===== config.mk =====
export PLATFORM = sky130hd
export DESIGN_NAME = pib_back
export DESIGN_NICKNAME = d
export VERILOG_FILES = /design/src/sv/pib_pkg.sv /design/src/sv/pib_back.sv
export SDC_FILE = /design/constraint.sdc
export NUM_CORES = 2
export LEC_CHECK = 0
export BUFFER_PORTS_ARGS = -buffer_cell sky130_fd_sc_hd__buf_2
export CORE_UTILIZATION = 35
export CTS_CLUSTER_DIAMETER = 150
export DETAILED_ROUTE_END_ITERATION = 8
export SYNTH_ARGS = -nofsm -noshare
export SYNTH_HDL_FRONTEND = slang
export SYNTH_SLANG_ARGS = --single-unit

===== constraint.sdc =====
create_clock -name clk -period 10.65 [get_ports clk]
set_input_delay 0 -clock clk [delete_from_list [all_inputs] [get_ports clk]]
set_output_delay 0 -clock clk [all_outputs]
set_load 0.02 [all_outputs]

===== src/sv/pib_pkg.sv =====
// shared types and constants for the point-in-region test block
// no dependencies; imported by the front, back and top level
`timescale 1ns / 1ps

package pib_pkg;

  localparam int COORD_W    = 12;
  localparam int SLOT_W     = 6;
  localparam int CNT_W      = 7;
  localparam int REG_IDX_W  = 3;
  localparam int CFG_DATA_W = 12;

  // configuration register indexes
  localparam logic [REG_IDX_W-1:0] REG_VERTEX_COUNT = 3'd0;
  localparam logic [REG_IDX_W-1:0] REG_BOX_ENABLE   = 3'd1;
  localparam logic [REG_IDX_W-1:0] REG_BOX_X_A      = 3'd2;
  localparam logic [REG_IDX_W-1:0] REG_BOX_X_B      = 3'd3;
  localparam logic [REG_IDX_W-1:0] REG_BOX_Y_A      = 3'd4;
  localparam logic [REG_IDX_W-1:0] REG_BOX_Y_B      = 3'd5;

  // work handed from the front to the back
  typedef enum logic [1:0] {
    OP_WRITE,
    OP_POLY,
    OP_RESULT
  } pib_op_t;

  typedef struct packed {
    pib_op_t             op;
    logic [COORD_W-1:0]  x;
    logic [COORD_W-1:0]  y;
    logic [SLOT_W-1:0]   slot;
    logic [CNT_W-1:0]    cnt;
    logic                res;
  } pib_cmd_t;

endpackage


===== src/sv/pib_back.sv =====
// back end: vertex memory and crossing-number edge walk
// depends on pib_pkg; reads the command queue, writes the result queue
`timescale 1ns / 1ps

module pib_back #(
  parameter int MAX_VERTICES = 64
) (
  input  logic              clk,
  input  logic              rst,
  input  logic              cmd_empty,
  input  pib_pkg::pib_cmd_t cmd,
  output logic              cmd_pop,
  input  logic              res_full,
  output logic              res_push,
  output logic              res_bit
);

  import pib_pkg::*;

  localparam int AW  = (MAX_VERTICES > 1) ? $clog2(MAX_VERTICES) : 1;
  localparam int DW  = COORD_W + 1;
  localparam int PW  = 2 * DW;
  localparam int CPW = PW + 1;

  typedef enum logic [1:0] {
    ST_IDLE,
    ST_WALK,
    ST_EMIT
  } state_t;

  state_t              state;
  logic [CNT_W:0]      rd_cnt;
  logic [CNT_W-1:0]    n_reg;
  logic [COORD_W-1:0]  pt_x;
  logic [COORD_W-1:0]  pt_y;
  logic [COORD_W-1:0]  prev_x;
  logic [COORD_W-1:0]  prev_y;
  logic                rd_valid;
  logic                rd_first;
  logic                rd_last;
  logic                s2_valid;
  logic                s2_up;
  logic                s2_down;
  logic                s2_strict;
  logic signed [PW-1:0] p1;
  logic signed [PW-1:0] p2;
  logic                parity;

  logic [2*COORD_W-1:0] mem [MAX_VERTICES];
  logic [2*COORD_W-1:0] mem_q;

  logic                rd_issue;
  logic [AW-1:0]       rd_addr;
  logic                mem_we;
  logic [COORD_W-1:0]  cur_x;
  logic [COORD_W-1:0]  cur_y;
  logic signed [DW-1:0] dxa;
  logic signed [DW-1:0] dxb;
  logic signed [DW-1:0] dya;
  logic signed [DW-1:0] dyb;
  logic                up;
  logic                down;
  logic signed [CPW-1:0] c_val;
  logic                c_pos;
  logic                c_neg;
  logic                hit;

  assign cmd_pop = (state == ST_IDLE) && !cmd_empty && ((cmd.op != OP_RESULT) || !res_full);
  assign mem_we  = cmd_pop && (cmd.op == OP_WRITE);

  // n+1 reads: vertices 0..n-1, then vertex 0 again for the closing edge
  assign rd_issue = (state == ST_WALK) && (rd_cnt <= {1'b0, n_reg});
  assign rd_addr  = (rd_cnt == {1'b0, n_reg}) ? '0 : AW'(rd_cnt);

  always_ff @(posedge clk) begin
    if (mem_we) begin
      mem[AW'(cmd.slot)] <= {cmd.x, cmd.y};
    end
    mem_q <= mem[rd_addr];
  end

  assign cur_x = mem_q[2*COORD_W-1:COORD_W];
  assign cur_y = mem_q[COORD_W-1:0];

  assign dxa  = $signed({1'b0, prev_x}) - $signed({1'b0, pt_x});
  assign dxb  = $signed({1'b0, cur_x})  - $signed({1'b0, pt_x});
  assign dya  = $signed({1'b0, prev_y}) - $signed({1'b0, pt_y});
  assign dyb  = $signed({1'b0, cur_y})  - $signed({1'b0, pt_y});
  assign up   = (pt_y > prev_y) && (pt_y <= cur_y);
  assign down = (pt_y < prev_y) && (pt_y >= cur_y);

  // sign of the cross product places the intercept left or right of the point
  assign c_val = CPW'(p1) - CPW'(p2);
  assign c_neg = c_val[CPW-1];
  assign c_pos = !c_val[CPW-1] && (c_val != '0);
  assign hit   = (s2_up   && (s2_strict ? c_pos : !c_neg)) ||
                 (s2_down && (s2_strict ? c_neg : !c_pos));

  assign res_push = ((state == ST_IDLE) && cmd_pop && (cmd.op == OP_RESULT)) ||
                    ((state == ST_EMIT) && !res_full);
  assign res_bit  = (state == ST_EMIT) ? parity : cmd.res;

  always_ff @(posedge clk) begin
    if (rst) begin
      state    <= ST_IDLE;
      rd_valid <= 1'b0;
      s2_valid <= 1'b0;
    end else begin
      rd_valid <= rd_issue;
      s2_valid <= rd_valid && !rd_first;
      case (state)
        ST_IDLE: begin
          if (cmd_pop && (cmd.op == OP_POLY)) begin
            state <= ST_WALK;
          end
        end
        ST_WALK: begin
          if (s2_valid && s2_strict) begin
            state <= ST_EMIT;
          end
        end
        ST_EMIT: begin
          if (!res_full) begin
            state <= ST_IDLE;
          end
        end
        default: state <= ST_IDLE;
      endcase
    end

    if (cmd_pop) begin
      pt_x   <= cmd.x;
      pt_y   <= cmd.y;
      n_reg  <= cmd.cnt;
      rd_cnt <= '0;
    end else if (rd_issue) begin
      rd_cnt <= rd_cnt + 1'b1;
    end

    if (rd_issue) begin
      rd_first <= (rd_cnt == '0);
      rd_last  <= (rd_cnt == {1'b0, n_reg});
    end

    if (rd_valid) begin
      prev_x    <= cur_x;
      prev_y    <= cur_y;
      p1        <= dxa * dyb;
      p2        <= dxb * dya;
      s2_up     <= up;
      s2_down   <= down;
      s2_strict <= rd_last;
    end

    if (cmd_pop) begin
      parity <= 1'b0;
    end else if (s2_valid && hit) begin
      parity <= !parity;
    end
  end

  a_s2_only_in_walk: assert property (@(posedge clk) disable iff (rst)
    s2_valid |-> (state == ST_WALK))
    else $error("edge result outside a polygon walk");

  a_emit_drained: assert property (@(posedge clk) disable iff (rst)
    (state == ST_EMIT) |-> (!rd_valid && !s2_valid))
    else $error("reads still in flight when the result is emitted");

  a_no_push_when_full: assert property (@(posedge clk) disable iff (rst)
    res_push |-> !res_full)
    else $error("result pushed into a full queue");

  a_walk_starts_clean: assert property (@(posedge clk) disable iff (rst)
    (state == ST_IDLE) ##1 (state == ST_WALK) |-> (rd_cnt == '0) && !rd_valid)
    else $error("walk did not start from vertex 0");

endmodule

After elaboration in Yosys (flattened, before gate mapping)
Memory sizes are Yosys's and may differ from the RTL's. A register that Yosys moved wholly into a read port is not among the register bits. Cells that the tools add are included.

Register bits: 125. Latch bits: 0. Memory bits (writable): 1536. Memory bits (read-only): 0. Memories kept: 1.

Memory list: mem (words 64, width 24, rd ports 1, clocked after memory_dff 1, wr ports 1, line pib_back.sv:49) `logic [2*COORD_W-1:0] mem [MAX_VERTICES];`.

$add $sub $neg: 6. Multiply operators: 2. Div/mod/pow operators: 0. Order comparisons: 5. Equality and inequality tests: 9. Shift-type cells: 0. Muxes and demuxes: 10. Bitwise gates (word level): 0. Reductions and logical operators: 30.

Operators by type and width (number): $mul 13x13->26 (2); $sub 12x12->13 (4); $reduce_bool 27->1 (1); $sub 26x26->27 (1); $logic_and 1x1->1 (16); $ge 12x12->1 (1); $gt 12x12->1 (1); $le 12x12->1 (1); $lt 12x12->1 (1); $add 8x1->8 const B (1); $eq 8x7->1 (1); $le 8x7->1 (1); $logic_not 8->1 (1); $logic_not 1->1 (6); $mux 2 (3); $mux 6 (1); $pmux 2 s3 (1); $mux 1 (5); $eq 2x1->1 const B (2); $eq 2x2->1 const B (2); $logic_not 2->1 (2); $ne 2x1->1 const B (2); $ne 2x2->1 const B (2); $logic_or 1x1->1 (3); $reduce_and 3->1 (1).

Logic depth before layout (Yosys ltp)
Depth after elaboration: 8. Depth in mapped cells: 35.

Least setup slack after synthesis
No wires, ideal clock.

Path type: register to register. From: register pt_x[0]. To: register p2[25], data pin. Arrival: 7.839 ns. Data required time: 10.390 ns. Path slack: 2.551 ns. Stages on the path, launching flop included: 35. Period minus slack after synthesis: 8.099 ns. Path through: edfxtp_1 > ha_1 > inv_1 > fa_1 > nand2_1 > nand2_1 > a21oi_1 > o21ai_0 > a21oi_1 > o21ai_0 > a21oi_1 > o21bai_1 > a21oi_1 > xor2_1 > nor2_1 > fa_1 > inv_1 > fa_1 > inv_1 > fa_1 > fa_1 > fa_1 > inv_1 > fa_1 > inv_1 > ha_1 > nor2b_1 > nor2_1 > a21oi_1 > a31oi_1 > a2111oi_0 > nor3_1 > o41ai_1 > a21oi_1 > xnor2_1.

Cells in the longest elaborated chain, start to end: 2.

RTL lines: from (decl) (line pib_back.sv:34) `logic [COORD_W-1:0] pt_x;`; from (signal assigned) (line pib_back.sv:132) `pt_x <= cmd.x;`; $sub 12x12->13 (line pib_back.sv:86) `assign dxb = $signed({1'b0, cur_x}) - $signed({1'b0, pt_x});`; $mul 13x13->26 (line pib_back.sv:149) `p2 <= dxb * dya;`; to (signal assigned) (line pib_back.sv:149); to (decl) (line pib_back.sv:46) `logic signed [PW-1:0] p2;`.

No other way between the ends. A chain may end at the register's enable or synchronous reset.

Worst setup path in the final report
From: register pt_y[1]. To: register p2[25], data pin.

Cells in the longest elaborated chain, start to end: 2.

RTL lines: from (decl) (line pib_back.sv:35) `logic [COORD_W-1:0] pt_y;`; from (signal assigned) (line pib_back.sv:133) `pt_y <= cmd.y;`; $sub 12x12->13 (line pib_back.sv:87) `assign dya = $signed({1'b0, prev_y}) - $signed({1'b0, pt_y});`; $mul 13x13->26 (line pib_back.sv:149).

No other way between the ends.

==> out/summary.txt <==
Chip Height: 485 microns
Tcrit/Tclk final: 87.0%
FFs w/ async S/R, synth: 0%
ANT nets after route: 0
Drt pass-1 iters: 6
Most Frequent Cell on Critical Path: fa_1
Syn_nets: 6942
Most frequent cells in the layout: edfxtp_1, o21ai_0, nand2_1
Syn-to-layout area delta: 12.1%
Core footprint: 232000 sq um
Violation count after the first detailed-route iteration: 4971
Layout cell share with drive strength beyond 1: 8.13%
Final wirelength: 218 mm
Final slew viol count: 0
Final setup violation count: 0
DP Wirelength: 132 mm
Syn_area_per_cell: 12.9 sq um
Final instance area: 91600 sq um
Max incr delay on CP: 990 ps
Rel. slew slack: 5.15%
Initial antenna violation count: 10
Seq/Total Area, Yosys: 61.5%
Synth Flop Type: edfxtp_1
Total global-route track usage: 18.1%
Crit path capture type: flip-flop
Slew @ Worst Pin: 1410 ps
Post-Synthesis Cells: 6352
Vias per cell: 5.29
# IOs: 47
Worst Path Arrival: 9800 ps
Synthesized area: 81700 sq um
PortBufs: 46
Clock root cell: clkbuf_16
Synth unique cells: 86
CP Class: flip-flop to flip-flop
Max FFs per register: 1536
Fin nets: 6974
Commonest non-fill, non-tap cell in the layout: edfxtp_1
Vias in the first global route: 49200
Die Area: 235000 sq um
Largest net degree at the start of global routing: 188
CTS buffer count: 168
Setup_tns: 0 ps
Clock slew at reported path FFs: 60 ps
Crit start category: flip-flop
Post-CTS resize count: 0
Max-cap violations: 0
Initial core utilization: 35.2%
Max Root-Sink Buffers: 3
Setup Skew: 51.1 ps
Largest regs: mem x1536, p1 x26, p2 x26
Placer Congestion: 0.871
CP Max Fanout: 13
Post-synth EDFFs: 1648
Yosys reg bits: 1685
H-tree depth: 4
Status: finished clean
Final hold vios: 0
Most flop-heavy register: mem
Global route total overflow: 0
Crit path time final: 9260 ps
Hold buffer count at cts: 48
RSZ-0062 raised after global routing: no
Wire per inst: 22.8 microns
Dpl cell area: 85700 sq um
CTS tree: done
Worst skew pair latency: 800 ps
Synth warnings: 0
Hold Crit Class: primary input to flip-flop
Worst EP required: 11190 ps
Setup bufs post-CTS: 0
Die Wd: 485 microns
First-pass GRT wire length: 320 mm
FP Rows: 177
CP max-delay cell: xnor2_1
Fmax: 0.108 GHz
Num Clock Sinks: 1685
Via count: 50600
DRC: 0
## synthesized netlist by cell type, drive strengths merged (201+ instances only)
| master | instances | share of area [%] |
|---|---|---|
| ha | 216 | 3.3 |
| mux2i | 201 | 2.5 |
| a21oi | 242 | 1.5 |
| clkbuf | 329 | 1.5 |
| edfxtp | 1648 | 61 |
| nor2 | 349 | 1.6 |
| inv | 451 | 2.1 |
| o21ai | 669 | 4.1 |
| a211oi | 250 | 2.3 |
| and2 | 205 | 1.6 |
| nand2 | 643 | 3.0 |
| fa | 330 | 8.1 |
## logic make-up (layout without fill, tap and decap cells)
logic type	count (synthesis)	count (layout)	synth area share [%]
XOR/XNOR	109	109	1.17
flip-flops	1685	1685	61.5
buffers and inverters	818	985	3.80
other	0	3	0
AND/OR/NAND/NOR	1411	1411	7.77
AO/OA/AOI/OAI	1578	1578	11.9
adder cells (fa/ha/maj)	546	546	11.4
multiplexers	205	205	2.52
## per-layer routing
layer / vias up / share of wire (%) / GRT usage (%)
met3: 308 / 7.6 / 3.53
met1: 25500 / 44 / 25.7
li1: 23100 / - / -
met5: - / 0.026 / 0
met2: 1713 / 45 / 27.8
met4: 8 / 3.0 / 5.57
## cell type report
class / count / area (sq um)
antenna: 3 / 7.51
clock buffer: 214 / 4450
clock inverter: 91 / 958
fill: 21600 / 141000
inverter: 451 / 1690
multi-input combinational: 3849 / 28600
sequential: 1685 / 50200
tap: 3043 / 3810
timing repair buffer: 229 / 1860
## worst max-delay path: cells and delay by family (launching register included)
| kind | cells | cell delay (ps) |
|---|---|---|
| adders and majority gates | 8 | 3670 |
| AOI/OAI and AO/OA | 12 | 2690 |
| xor gates and xnor gates | 2 | 1130 |
| and+or+nand+nor | 6 | 830 |
| DFF | 1 | 430 |
| buffers and inverters | 4 | 260 |
## path summary, 6_finish.rpt
| kind | startpoint | end | slack (ps) | cells after the start |
|---|---|---|---|---|
| worst min-delay path | cmd[39] | state[0]$_SDFFE_PP0P_ | 180 | 5 |
| worst max register to register | pt_y[1]$_DFFE_PP_ | p2[25]$_DFFE_PP_ | 1390 | 32 |
| worst max-delay path | pt_y[1]$_DFFE_PP_ | p2[25]$_DFFE_PP_ | 1390 | 32 |
| worst min register to register | mem_q[15]$_DFF_P_ | prev_x[3]$_DFFE_PP_ | 450 | 0 |
## metrics by stage
step / hold slack [ps] / instances / setup WS (ps) / utilization, %
detailed placement: 185 / 9209 / 1530 / 36.9
finish: 183 / 9565 / 1390 / 39.4
global route: 194 / 9562 / 799 / 39.4
floorplan: 69.1 / 6352 / 2550 / -
global placement: 186 / 9209 / 1560 / 36.9
CTS: 107 / 9562 / 1500 / 39.4
Power is not shown: default switching activity piles up to over one toggle a cycle in this logic, so the estimate is an artifact.
